[config.mk]
export PLATFORM = sky130hd
export DESIGN_NAME = lobm_ctrl
export DESIGN_NICKNAME = d
export VERILOG_FILES = /design/src/hw/rtl/lobm_pkg.sv /design/src/hw/rtl/lobm_ctrl.sv
export SDC_FILE = /design/constraint.sdc
export NUM_CORES = 1
export LEC_CHECK = 0
export BUFFER_PORTS_ARGS = -buffer_cell sky130_fd_sc_hd__buf_2
export CAP_MARGIN = 10
export CELL_PAD_IN_SITES_DETAIL_PLACEMENT = 0
export CELL_PAD_IN_SITES_GLOBAL_PLACEMENT = 1
export CORE_AREA = 4 4 41 43
export CTS_CLUSTER_SIZE = 25
export DETAILED_ROUTE_END_ITERATION = 10
export DIE_AREA = 0 0 45 47
export GPL_TIMING_DRIVEN = 0
export PLACE_DENSITY_LB_ADDON = 0.1
export SYNTH_ARGS = -nofsm -noshare
export SYNTH_HDL_FRONTEND = slang
export SYNTH_SLANG_ARGS = --single-unit
[constraint.sdc]
create_clock -name clk -period 1.1 [get_ports clk]
set_input_delay 0.22 -clock clk [delete_from_list [all_inputs] [get_ports clk]]
set_output_delay 0.22 -clock clk [all_outputs]
set_load 0.02 [all_outputs]
[src/hw/rtl/lobm_pkg.sv]
`timescale 1ns / 1ps
`default_nettype none
package lobm_pkg;

	localparam int BookDepth = 1024;
	localparam int AddrW = $clog2(BookDepth);
	localparam int CountW = AddrW + 1;
	localparam int PriceW = 30;
	localparam int QtyW = 30;
	localparam int TotalW = 48;
	localparam int EntryW = PriceW + QtyW;

	typedef struct packed {
		logic [PriceW-1:0] price;
		logic [QtyW-1:0]   quantity;
		logic              is_sell;
		logic              new_batch;
	} req_t;

	typedef struct packed {
		logic [TotalW-1:0] backlog_total;
		logic [QtyW-1:0]   rested_quantity;
		logic              book_full;
	} rsp_t;

	typedef struct packed {
		logic [PriceW-1:0] price;
		logic [QtyW-1:0]   qty;
	} entry_t;

	typedef enum logic [3:0] {
		ST_IDLE,
		ST_TOP_RD,
		ST_TOP_CHK,
		ST_DN_RD,
		ST_DN_CMP,
		ST_UP_RD,
		ST_UP_CMP,
		ST_DONE
	} state_t;

	// controller commands to datapath
	typedef struct packed {
		logic load;       // capture request, apply clear
		logic rd_top;     // read opposite root
		logic consume;    // apply match against the top entry
		logic rd_down;    // read children of sift index
		logic step_down;  // compare children and swap if needed
		logic rest;       // write remainder at heap tail
		logic rd_up;      // read parent of sift index
		logic step_up;    // compare with parent and swap if needed
		logic done;       // emit the result
	} cmd_t;

	// datapath status to controller
	typedef struct packed {
		logic can_match;  // qty left, opposite non-empty
		logic crosses;    // top entry crosses (valid in TOP_CHK)
		logic removed;    // top fully consumed, sift down needed
		logic want_rest;  // remainder to rest and room exists
		logic down_more;  // sift down continues
		logic up_more;    // sift up continues
		logic at_root;    // sift up index is zero
	} sts_t;

endpackage
`default_nettype wire

[src/hw/rtl/lobm_ctrl.sv]
`timescale 1ns / 1ps
`default_nettype none
module lobm_ctrl (
	input  wire logic            clk,
	input  wire logic            arst_n,
	input  wire logic            start,
	output logic                 busy,
	input  wire lobm_pkg::sts_t  sts,
	output lobm_pkg::cmd_t       cmd
);

	lobm_pkg::state_t state_q, state_d;

	// hold the state
	always_ff @(posedge clk or negedge arst_n) begin
		if (!arst_n) state_q <= lobm_pkg::ST_IDLE;
		else state_q <= state_d;
	end

	// sequence the match, sift and rest steps
	always_comb begin
		state_d = state_q;
		cmd = '0;
		busy = (state_q != lobm_pkg::ST_IDLE);
		unique case (state_q)
			lobm_pkg::ST_IDLE: begin
				if (start) begin
					cmd.load = 1'b1;
					state_d = lobm_pkg::ST_TOP_RD;
				end
			end
			lobm_pkg::ST_TOP_RD: begin
				if (sts.can_match) begin
					cmd.rd_top = 1'b1;
					state_d = lobm_pkg::ST_TOP_CHK;
				end else if (sts.want_rest) begin
					cmd.rest = 1'b1;
					state_d = lobm_pkg::ST_UP_RD;
				end else begin
					state_d = lobm_pkg::ST_DONE;
				end
			end
			lobm_pkg::ST_TOP_CHK: begin
				if (sts.crosses) begin
					cmd.consume = 1'b1;
					state_d = sts.removed ? lobm_pkg::ST_DN_RD : lobm_pkg::ST_TOP_RD;
				end else if (sts.want_rest) begin
					cmd.rest = 1'b1;
					state_d = lobm_pkg::ST_UP_RD;
				end else begin
					state_d = lobm_pkg::ST_DONE;
				end
			end
			lobm_pkg::ST_DN_RD: begin
				cmd.rd_down = 1'b1;
				state_d = lobm_pkg::ST_DN_CMP;
			end
			lobm_pkg::ST_DN_CMP: begin
				cmd.step_down = 1'b1;
				state_d = sts.down_more ? lobm_pkg::ST_DN_RD : lobm_pkg::ST_TOP_RD;
			end
			lobm_pkg::ST_UP_RD: begin
				if (sts.at_root) begin
					state_d = lobm_pkg::ST_DONE;
				end else begin
					cmd.rd_up = 1'b1;
					state_d = lobm_pkg::ST_UP_CMP;
				end
			end
			lobm_pkg::ST_UP_CMP: begin
				cmd.step_up = 1'b1;
				state_d = sts.up_more ? lobm_pkg::ST_UP_RD : lobm_pkg::ST_DONE;
			end
			lobm_pkg::ST_DONE: begin
				cmd.done = 1'b1;
				state_d = lobm_pkg::ST_IDLE;
			end
			default: state_d = lobm_pkg::ST_IDLE;
		endcase
	end

	a_load_idle: assert property (@(posedge clk) disable iff (!arst_n)
		cmd.load |-> state_q == lobm_pkg::ST_IDLE)
		else $error("load outside idle");
	a_done_idle: assert property (@(posedge clk) disable iff (!arst_n)
		cmd.done |=> state_q == lobm_pkg::ST_IDLE)
		else $error("done not followed by idle");
	a_cmp_after_rd: assert property (@(posedge clk) disable iff (!arst_n)
		cmd.rd_down |=> cmd.step_down)
		else $error("sift down read without compare");

endmodule
`default_nettype wire

Yosys cells after proc, flatten, opt, wreduce, memory -nomap -nowiden
Cells that the tools add are included.
{"block": "op_classes", "addsub": 0, "n_mul": 0, "div_mod_pow": 0, "magnitude_cmp": 0, "eq_ne": 8, "shift": 0, "muxes": 25, "n_bitwise": 0, "reduce_logical": 2}
{"cell": "$pmux 4 s7", "n": 1}
{"cell": "$eq 4x3->1 const B", "n": 4}
{"cell": "$mux 1", "n": 16}
{"cell": "$eq 4x2->1 const B", "n": 2}
{"cell": "$mux 2", "n": 4}
{"cell": "$mux 4", "n": 2}
{"cell": "$eq 4x1->1 const B", "n": 1}
{"cell": "$logic_not 4->1", "n": 1}
{"cell": "$reduce_bool 4->1", "n": 1}
{"cell": "$mux 3", "n": 1}
{"cell": "$ne 2x2->1 const B", "n": 1}
{"cell": "$pmux 1 s2", "n": 1}
{"block": "totals", "register_bits": 4, "latchBits": 0, "mem_bits_rw": 0, "rom_bits": 0, "inputBits": 10, "output_inout_bits": 10, "elab_cells": 36, "n_memories": 0}

Depth between registers and ports, before layout
Gate-level depths: netlist of run 1.
{"block": "logic_depth", "ltp_word": 3, "depth_mapped": 4, "depth_no_buf": 3}

Least setup slack after synthesis of run 1
Ideal clock, no wire load.
{"block": "synth_timing", "path_type": "flip-flop to output port", "start": "reg state_q[2]", "end": "out cmd[8] (netlist name)", "arrival_time_ns": 1.095, "required_ns": 0.880, "slack_ns": -0.215, "path_stages_with_launch": 4, "path_buffers": 1, "path_cell_list": "dfrtp_1 > buf_2 > or3_4 > nor2_2"}
{"item": "start: declaration", "line_no": "lobm_ctrl.sv:12", "text": "lobm_pkg::state_t state_q, state_d;"}
{"item": "start signal: assignment", "line_no": "lobm_ctrl.sv:16", "text": "if (!arst_n) state_q <= lobm_pkg::ST_IDLE;"}
{"item": "start signal: assignment", "line_no": "lobm_ctrl.sv:17", "text": "else state_q <= state_d;"}
{"item": "end: declaration", "line_no": "lobm_ctrl.sv:9", "text": "output lobm_pkg::cmd_t cmd"}

==> run summary, run 1 <==
First-pass GRT wire length = 1670 um
Warnings from Yosys = 0
Routed wire length = 1140 um
CP arrival = 1300 ps
N_diodes = 0
Part of the power in combinational logic = 78.5%
Syn Area/Cell = 7.85 um2
Clk slew on worst S/H paths = 30 ps
Detail Route Antenna Nets = 0
Asr flop ratio synth = 100%
Synth Area in XOR/XNOR = 0%
Top cells by count, synth = 5 x nor2_1, 3 x and3_1, 3 x buf_2, 3 x dfrtp_1
Most numerous cell in the Yosys netlist = nor2_1
Vias in the first global route = 411
Root Driver = clkbuf_4
Leakage = 0.322 nW
Share of power burned in registers = 11.5%
Max-slew violation count = 0
Netlist cell types = 21
TritonRoute pass-1 iters = 4
Max Clock Skew = 6.73 ps
Die height = 47 um
CTS tree = done
Number of flip-flops in the largest register = 3
Post-synth top area cell = dfrtp_1
Tcrit/Tclk final = 139%
Pin count of the biggest net entering global routing = 11
Worst VDD drop = 0.00106 V
Power Density = 2900 nW/um2
CP Class = register to output pin
Final Hold Fails = 0
Chip Width = 45 um
Status = finished with violations
Setup WS post-layout = -424 ps
Largest family of logic cells by synthesized area = simple AND/OR/NAND/NOR gates
EDFF count, synth = 0
R2R depth = 7
Share of cells above drive strength 1 = 76.1%
Post-DP HPWL = 671 um
Synth Area in Simple Gates = 39.8%
Worst slew pin tran = 206 ps
Worst setup startpoint = state_q[2]$_DFFE_PN0P_
Worst Hold Class = primary input to register
Peak Freq = 656 MHz
Failing checks = negative setup slack
Clk_lat worst skew = 230 ps
CP endpoint kind = output pin
Post-route setup TNS = -3590 ps
Post-synthesis mux area share = 0%
Sw power = 829 uW
Core Area = 1300 um2
Port Buffer Count = 19
Reg2reg end = state_q[2]$_DFFE_PN0P_
Synth Area in Compound Gates = 25.7%
Detailed-route via count = 399
Ports = 20
R2R setup slack = -240 ps
CP startpoint kind = register
Setup crit end = cmd[8]
Worst hold slack = 262 ps
Post-synth top area share = 26.5%
Slew headroom = 86.2%
Critical Path RT = 880 ps
Clk sink count = 3
Post-layout nets = 82
Syn_nets = 46
Seq cells post-synth = 3
Ys flop type = dfrtp_1
Initial core utilization = 21.7%
Via density = 4.64
Max Cap Viol = 0
Adder-Cell Fraction of Synth Area = 0%
Initial antenna violation count = 0
Starting DRT DRC Count = 10
P&R area growth vs syn = 142%
Placed Instance Area = 429 um2
TritonCTS buffer count = 3
GP Congestion = 0.714
Switching share of total power = 41.8%
Clock share of power = 9.9%
Post-synthesis sequential area ratio = 26.5%
Final instance area = 684 um2
Max Root-Sink Buffers = 2
Pint = 1.15 mW
Gr usage total = 10.9%
Post-Syn Area = 283 um2
R2r startpoint = state_q[2]$_DFFE_PN0P_
DP Worst Slack = -253 ps
Setup Viol. Count Final = 12
CP Max Fanout = 7
Die Footprint = 2120 um2
Top post-synthesis cells by area = dfrtp_1 27%, and3_1 6.6%, nor2_1 6.6%
Fin crit period = 1520 ps
Rows = 13
Overflow after GRT = 0
Drt drc = 0
Power Total = 1.98 mW
H-tree levels = 1
Unrepaired setup endpoints after global routing = yes
Largest registers = state_q (3)
Top reg by flops = state_q
WL per Instance = 13.3 um
Mapped Cells = 36
==> power by group through the flow <==
stage | Clock, mW | Sequential [mW] | Combinational (mW)
2_1_floorplan | 0 | 0.204 | 0.683
3_3_place_gp | 0 | 0.213 | 0.884
3_5_place_dp | 0 | 0.215 | 0.889
4_1_cts | 0.203 | 0.234 | 1.32
5_1_grt | 0.211 | 0.233 | 1.66
6_report | 0.196 | 0.229 | 1.56
==> worst max-delay path, cell delays in order (launching register included) <==
cell     delay, ps
dfrtp_1        390
buf_6          140
or3_4          340
nor2_4          90
buf_6          110
==> area by class of cell <==
type                            instances  area (um2)
Sequential cell                         3        75.1
Tap cell                               15        18.8
Clock buffer                            4        26.3
Multi-Input combinational cell         28         278
Buffer                                  3        33.8
Inverter                                2        7.51
Fill cell                             133         617
Timing Repair Buffer                   31         245
==> through the flow <==
step                      instances  util (%)
after detailed placement         70      33.0
final                            86      52.6
after global routing             86      52.6
after CTS                        80      47.0
after global placement           70      33.0
after floorplan                  36         -
==> layer usage <==
metal	routed length, um	track usage (%)	share of wire [%]
met1	414	11.2	36
met3	69	1.92	6.0
met2	658	20.3	58
met5	0	0	0
met4	0	7.02	0
==> logic make-up after synthesis <==
group           Yosys count
compound gates           10
simple gates             18
flops                     3
buf+inv                   5
==> placed cells by master, fill, tap and decap left out <==
master	netlist	layout
buf_6	0	13
buf_2	3	11
buf_4	0	9
and3_4	1	3
nor2_1	5	3
nor2_4	0	3
clkbuf_4	0	3
dfrtp_1	3	3
inv_1	2	2
nand2b_4	0	2
nor3_4	0	1
or3_4	1	1
o2bb2ai_2	0	1
and3_2	0	1
nor2b_1	1	1
and3b_2	0	1
a21oi_2	0	1
a211oi_1	2	1
or3b_1	1	1
a22oi_2	1	1
a211oi_4	0	1
a21o_1	1	1
o22ai_2	0	1
nor3_2	0	1
a21oi_1	2	1
o21ai_0	1	1
o21a_1	1	1
clkbuf_1	0	1
dlygate4sd3_1	0	1
==> repair_timing <==
action / 4_1_cts / 5_1_grt
hold buffers: 1 / 0
pin swaps: 5 / 3
setup buffers: 5 / 6
gates resized for setup: 29 / 5
endpoints found under the hold margin: 3 / 0
endpoints found under the setup margin: 12 / 13
==> how the worst min path moves through the flow <==
| stage | cells after the start | slack (ps) | startpoint | endpoint |
|---|---|---|---|---|
| 5_1_grt | 2 | 270 | sts[6] | state_q[2]$_DFFE_PN0P_ |
| 4_1_cts | 2 | 230 | sts[6] | state_q[2]$_DFFE_PN0P_ |
| 6_report | 2 | 260 | sts[6] | state_q[2]$_DFFE_PN0P_ |
| 3_3_place_gp | 1 | 20 | arst_n | state_q[0]$_DFFE_PN0P_ |
| 3_5_place_dp | 1 | 20 | arst_n | state_q[2]$_DFFE_PN0P_ |
| 2_1_floorplan | 0 | -80 | arst_n | state_q[0]$_DFFE_PN0P_ |
Power figures use the tool's default switching activity.
==> run 2, diff against run 1 <==
Settings changed: CTS_BUF_LIST set to sky130_fd_sc_hd__clkbuf_2 sky130_fd_sc_hd__clkbuf_4 sky130_fd_sc_hd__clkbuf_8.
==> run 2 against run 1 <==
- the run still ends with negative setup slack left
- largest cell class is now multi-input combinational cells
- clock skew shrank 6.2 ps
- critical path type unchanged
- via count decreased by 1.3%
- non-clock buffer count down 3
- sequential cell count unchanged
- power shrank 2.7%
- routed wire length shrank 3.0%
- global-route usage shrank 0.079 points
- design area down 2.7%
- register-to-register slack barely moved
==> run summary, run 2 (same netlist as run 1, synthesis figures left out) <==
Routed wire length = 1110 um (-3.0%)
Clk sink count = 3 (unchanged)
Overflow after GRT = 0 (unchanged)
P&R area growth vs syn = 135%
Status = finished with violations
Gr usage total = 10.8% (-0.079 points)
Critical-path top delay cell = dfrtp_1
Worst slew pin tran = 206 ps (-0.773 ps)
Final Instance Count excl. Fillers = 83 (-3.5%)
CP arrival = 1310 ps (about the same)
Core Area = 1300 um2 (unchanged)
Detail Route Antenna Nets = 0 (unchanged)
N_diodes = 0 (unchanged)
Rows = 13 (unchanged)
Number of flip-flops in the largest register = 3 (unchanged)
Placed cell count = 70 (unchanged)
CP Max Fanout = 7 (unchanged)
R2R setup slack = -240 ps (about the same)
Most used routing layer = met2
R2R depth = 7 (unchanged)
Root Driver = clkbuf_4
Max Root-Sink Buffers = 2 (unchanged)
R2r startpoint = state_q[2]$_DFFE_PN0P_
Filler Cell Count = 136 (+2.3%)
Share of cells above drive strength 1 = 76.5% (+0.41 points)
Footprint of the multi-input gates = 278 um2 (unchanged)
Crit path largest cell delay = 390 ps (about the same)
Top reg by flops = state_q
Worst Hold Class = primary input to register
Worst VDD drop = 0.00102 V (-4.1%)
Initial core utilization = 21.7% (unchanged)
Clk_lat worst skew = 230 ps (about the same)
Initial antenna violation count = 0 (unchanged)
Vias in the first global route = 406 (-1.2%)
Tcrit/Tclk final = 139% (about the same)
GR Util met1 = 11.4% (+0.23 points)
Post-DP HPWL = 671 um (unchanged)
GP Congestion = 0.714 (unchanged)
Largest registers = state_q (3)
Via density = 4.75 (+2.3%)
Post-layout nets = 79 (-3.7%)
Chip Width = 45 um (unchanged)
Slew headroom = 86.2% (about the same)
Max Cap Viol = 0 (unchanged)
Hold depth = 2 (unchanged)
Setup WS post-layout = -425 ps (-1.13 ps)
Peak Freq = 656 MHz (about the same)
DP Worst Slack = -253 ps (unchanged)
TritonRoute pass-1 iters = 4 (unchanged)
Unrepaired setup endpoints after global routing = yes
Reg area = 75.1 um2 (unchanged)
Crit path cell chain = buf_6 > or3_4 > nor2_4 > buf_6
Clk slew on worst S/H paths = 30 ps (about the same)
GRT met2 Usage = 19.8% (-0.56 points)
Leakage = 0.312 nW (-3.2%)
Ports = 20 (unchanged)
Final Hold Fails = 0 (unchanged)
Critical Path RT = 880 ps (about the same)
CTS tree = done
CP Class = register to output pin
Worst hold slack = 266 ps (+4.17 ps)
Failing checks = negative setup slack
Drt drc = 0 (unchanged)
Reg2reg end = state_q[2]$_DFFE_PN0P_
Met3 GRT Util = 1.92% (unchanged)
WL per Instance = 13.3 um (+0.53%)
Most common cell after layout, fill and taps aside = buf_6
Setup Viol. Count Final = 13 (+1)
HP Start = sts[6]
Fin crit period = 1530 ps (+1.13 ps)
WHS Endpoint = state_q[2]$_DFFE_PN0P_
Detailed-route via count = 394 (-1.3%)
First-pass GRT wire length = 1660 um (-0.42%)
Port Buffer Count = 19 (unchanged)
TritonCTS buffer count = 3 (unchanged)
CP endpoint kind = output pin
Die Footprint = 2120 um2 (unchanged)
Starting DRT DRC Count = 2 (-8)
Pin count of the biggest net entering global routing = 11 (unchanged)
H-tree levels = 1 (unchanged)
Crit path top cell by count = buf_6
Max Clock Skew = 0.558 ps (-6.18 ps)
Die height = 47 um (unchanged)
CP startpoint kind = register
Max-slew violation count = 0 (unchanged)
Power Density = 2900 nW/um2 (about the same)
Most frequent cells in the layout = 13 x buf_6, 11 x buf_2, 6 x buf_4
[run 2: cell types whose count changed in the layout (fill, tap and decap cells not counted), sizes merged]
cell,delta
buf,-3
[run 2: report_power, final]
group          switching, mW  internal, mW
logic                  0.688         0.787
clock network         0.0533         0.160
registers             0.0688         0.171
total                  0.810          1.12
[run 2: worst max-delay path: cells and delay by family (launching register included)]
family                 cells  cell delay, ps
buffers and inverters      2             250
DFF                        1             390
and+or+nand+nor            2             430
[run 2: routing by layer]
| metal | up-vias | share of wire, % | wire length (um) |
|---|---|---|---|
| li1 | 191 | - | - |
| met2 | 10 | 58 | 644 |
| met1 | 193 | 35 | 389 |
| met3 | 0 | 6.7 | 74 |
| met4 | 0 | 0 | 0 |
| met5 | - | 0 | 0 |
[run 2: what timing repair did]
item	in CTS	in global routing
buffers inserted	5	3
gates cloned	0	0
hold endpoints to repair	3	0
setup endpoints to repair	12	13
gates resized for setup	29	6
pin swaps	5	3
hold buffers	1	0
[run 2: cell type report]
type | count | share of cell area (%)
plain buffers | 3 | 5.08
clock buffers | 4 | 4.51
inverters | 2 | 1.13
multi-input cells | 28 | 41.7
flip-flops and latches | 3 | 11.3
well taps | 15 | 2.82
repair buffers | 28 | 33.5
[run 2: worst max-delay path by stage]
stage / from / to / depth (start not counted)
detailed placement: state_q[2]$_DFFE_PN0P_ / cmd[8] / 4
global route: state_q[2]$_DFFE_PN0P_ / cmd[8] / 4
floorplan: state_q[2]$_DFFE_PN0P_ / cmd[8] / 3
CTS: state_q[2]$_DFFE_PN0P_ / cmd[8] / 4
finish: state_q[2]$_DFFE_PN0P_ / cmd[8] / 4
global placement: state_q[2]$_DFFE_PN0P_ / cmd[8] / 4
[run 2: through the flow]
| stage | utilization [%] | cell area (um2) | total power [mW] | setup TNS (ps) |
|---|---|---|---|---|
| 3_5_place_dp | 33.0 | 429 | 1.10 | -1390 |
| 6_report | 51.2 | 666 | 1.93 | -3780 |
| 2_1_floorplan | - | 315 | 0.887 | -265 |
| 3_3_place_gp | 33.0 | 429 | 1.10 | -1250 |
| 4_1_cts | 47.3 | 616 | 1.78 | -3580 |
| 5_1_grt | 51.2 | 666 | 2.05 | -4320 |
==> run 3, diff against run 2 <==
--- a/constraint.sdc
+++ b/constraint.sdc
@@ -3,2 +3,2 @@
 set_output_delay 0.22 -clock clk [all_outputs]
-set_load 0.02 [all_outputs]
+set_load 0.005 [all_outputs]
==> run 3 against run 2 <==
- the run still ends with negative setup slack left
- clock skew barely moved
- clock power rose by 3%
- combinational power fell by 17%
- sequential cell count did not move
- sequential share of layout area rose by 1.4 points
- worst setup slack improved by 41 ps
==> run summary, run 3 (same netlist as run 1, synthesis figures left out) <==
Reg area = 75.1 um2 (unchanged)
Worst Hold Class = primary input to register
Max Clock Skew = 0.143 ps (-0.415 ps)
Gr usage total = 10.2% (-0.62 points)
Filler Cell Count = 139 (+2.2%)
Peak Freq = 674 MHz (+2.8%)
Status = finished with violations
Tcrit/Tclk final = 135% (-3.8 points)
Root Driver = clkbuf_4
TritonRoute pass-1 iters = 3 (-1)
Top reg by flops = state_q
Crit path cell chain = buf_6 > or3_4 > nor2_2 > buf_2
Slew headroom = 88.2% (+2.0 points)
Port Buffer Count = 19 (unchanged)
Placed cell count = 70 (unchanged)
Power Total = 1.68 mW (-13%)
Starting DRT DRC Count = 1 (-1)
Max Root-Sink Buffers = 2 (unchanged)
Rows = 13 (unchanged)
Setup Viol. Count Final = 13 (unchanged)
Failing checks = negative setup slack
Die Footprint = 2120 um2 (unchanged)
Max-slew violation count = 0 (unchanged)
Final Hold Fails = 0 (unchanged)
Most common cell after layout, fill and taps aside = buf_2
Worst slew pin tran = 177 ps (-28.9 ps)
CP endpoint kind = output pin
WL per Instance = 12.3 um (-8.1%)
CP Class = register to output pin
R2r startpoint = state_q[1]$_DFFE_PN0P_
Max Cap Viol = 0 (unchanged)
Clk_lat worst skew = 230 ps (about the same)
Clk sink count = 3 (unchanged)
Critical Path RT = 880 ps (about the same)
Critical-path top delay cell = dfrtp_1
CP startpoint kind = register
Initial antenna violation count = 0 (unchanged)
Fin crit period = 1480 ps (-41.3 ps)
Post-layout nets = 80 (+1.3%)
Crit path largest cell delay = 380 ps (about the same)
Detailed-route via count = 385 (-2.3%)
Post-route setup TNS = -3310 ps (+468 ps)
Leakage = 0.312 nW (+0.12%)
First-pass GRT wire length = 1470 um (-12%)
Clk slew on worst S/H paths = 40 ps (about the same)
CP Max Fanout = 7 (unchanged)
Final Instance Count excl. Fillers = 84 (+1.2%)
Via density = 4.58 (-3.4%)
Number of flip-flops in the largest register = 3 (unchanged)
CP arrival = 1260 ps (-50 ps)
Chip Width = 45 um (unchanged)
Ports = 20 (unchanged)
Footprint of the multi-input gates = 233 um2 (-16%)
R2R setup slack = -220 ps (+20 ps)
Post-DP HPWL = 671 um (about the same)
WHS Endpoint = state_q[2]$_DFFE_PN0P_
HP Start = sts[6]
Die height = 47 um (unchanged)
Vias in the first global route = 350 (-14%)
Hold depth = 2 (unchanged)
Largest registers = state_q (3)
Reg2reg end = state_q[0]$_DFFE_PN0P_
TritonCTS buffer count = 3 (unchanged)
Routed wire length = 1030 um (-7.0%)
CTS tree = done
N_diodes = 0 (unchanged)
Unrepaired setup endpoints after global routing = yes
P&R area growth vs syn = 110%
Worst VDD drop = 0.00102 V (-0.11%)
Core Area = 1300 um2 (unchanged)
Share of cells above drive strength 1 = 71.0% (-5.5 points)
Setup WS post-layout = -384 ps (+41.3 ps)
Power Density = 2820 nW/um2 (-2.6%)
R2R depth = 7 (unchanged)
Initial core utilization = 21.7% (unchanged)
H-tree levels = 1 (unchanged)
Drt drc = 0 (unchanged)
Overflow after GRT = 0 (unchanged)
Detail Route Antenna Nets = 0 (unchanged)
Pin count of the biggest net entering global routing = 11 (unchanged)
Most frequent cells in the layout = 18 x buf_2, 8 x buf_6, 5 x buf_4
GP Congestion = 0.660 (-7.6%)
## run 3: cell count changes in the layout (fill, tap and decap cells not counted), sizes merged
| cell | previous run | this run |
|---|---|---|
| buf | 30 | 31 |
## run 3: worst max-delay path by stage
stage / to / cells after the start / slack, ps / start
2_1_floorplan: cmd[8] / 3 / -50 / state_q[2]$_DFFE_PN0P_
3_3_place_gp: cmd[8] / 4 / -170 / state_q[2]$_DFFE_PN0P_
3_5_place_dp: cmd[8] / 4 / -170 / state_q[2]$_DFFE_PN0P_
4_1_cts: cmd[8] / 4 / -390 / state_q[2]$_DFFE_PN0P_
5_1_grt: cmd[8] / 4 / -420 / state_q[2]$_DFFE_PN0P_
6_report: cmd[8] / 4 / -380 / state_q[2]$_DFFE_PN0P_
## run 3: area by class of cell
cell class / instances / share of cell area (%)
plain buffers: 3 / 5.68
inverters: 2 / 1.68
multi-input cells: 28 / 39.2
flip-flops and latches: 3 / 12.6
clock buffers: 4 / 5.05
well taps: 15 / 3.16
repair buffers: 29 / 32.6
## run 3: power by group
group | total [mW] | internal, mW | leakage [nW] | switching [mW]
clock network | 0.220 | 0.161 | 0.0184 | 0.0589
logic | 1.23 | 0.717 | 0.259 | 0.515
registers | 0.224 | 0.171 | 0.0349 | 0.0532
total | 1.68 | 1.05 | 0.312 | 0.628
## run 3: timing repair
action                     in CTS  in global routing
hold endpoints to repair        3                  0
pin swaps                       6                  5
gates resized for setup        15                  5
setup endpoints to repair      12                 13
buffers inserted                7                  2
hold buffers                    1                  0
## run 3: routing by layer
layer / GRT usage [%] / up-vias / part of all wire (%)
met2: 15.3 / 14 / 46
li1: - / 194 / -
met4: 10.5 / 0 / 3.5
met3: 2.30 / 4 / 5.9
met5: 0 / - / 0
met1: 11.6 / 173 / 44
## run 3: stage by stage
stage	worst slack [ps]	hold WS [ps]	util [%]	area (um2)
floorplan	-53.2	-75.6	-	288
global placement	-169	18.8	30.9	402
detailed placement	-170	18.4	30.9	402
CTS	-393	225	42.7	556
global route	-421	242	45.7	594
finish	-384	233	45.7	594
## run 3: worst max-delay path, delay by kind of cell, from the launching register on
family        cells  cell delay (ps)
simple gates      2              410
buf+inv           2              250
flops             1              380
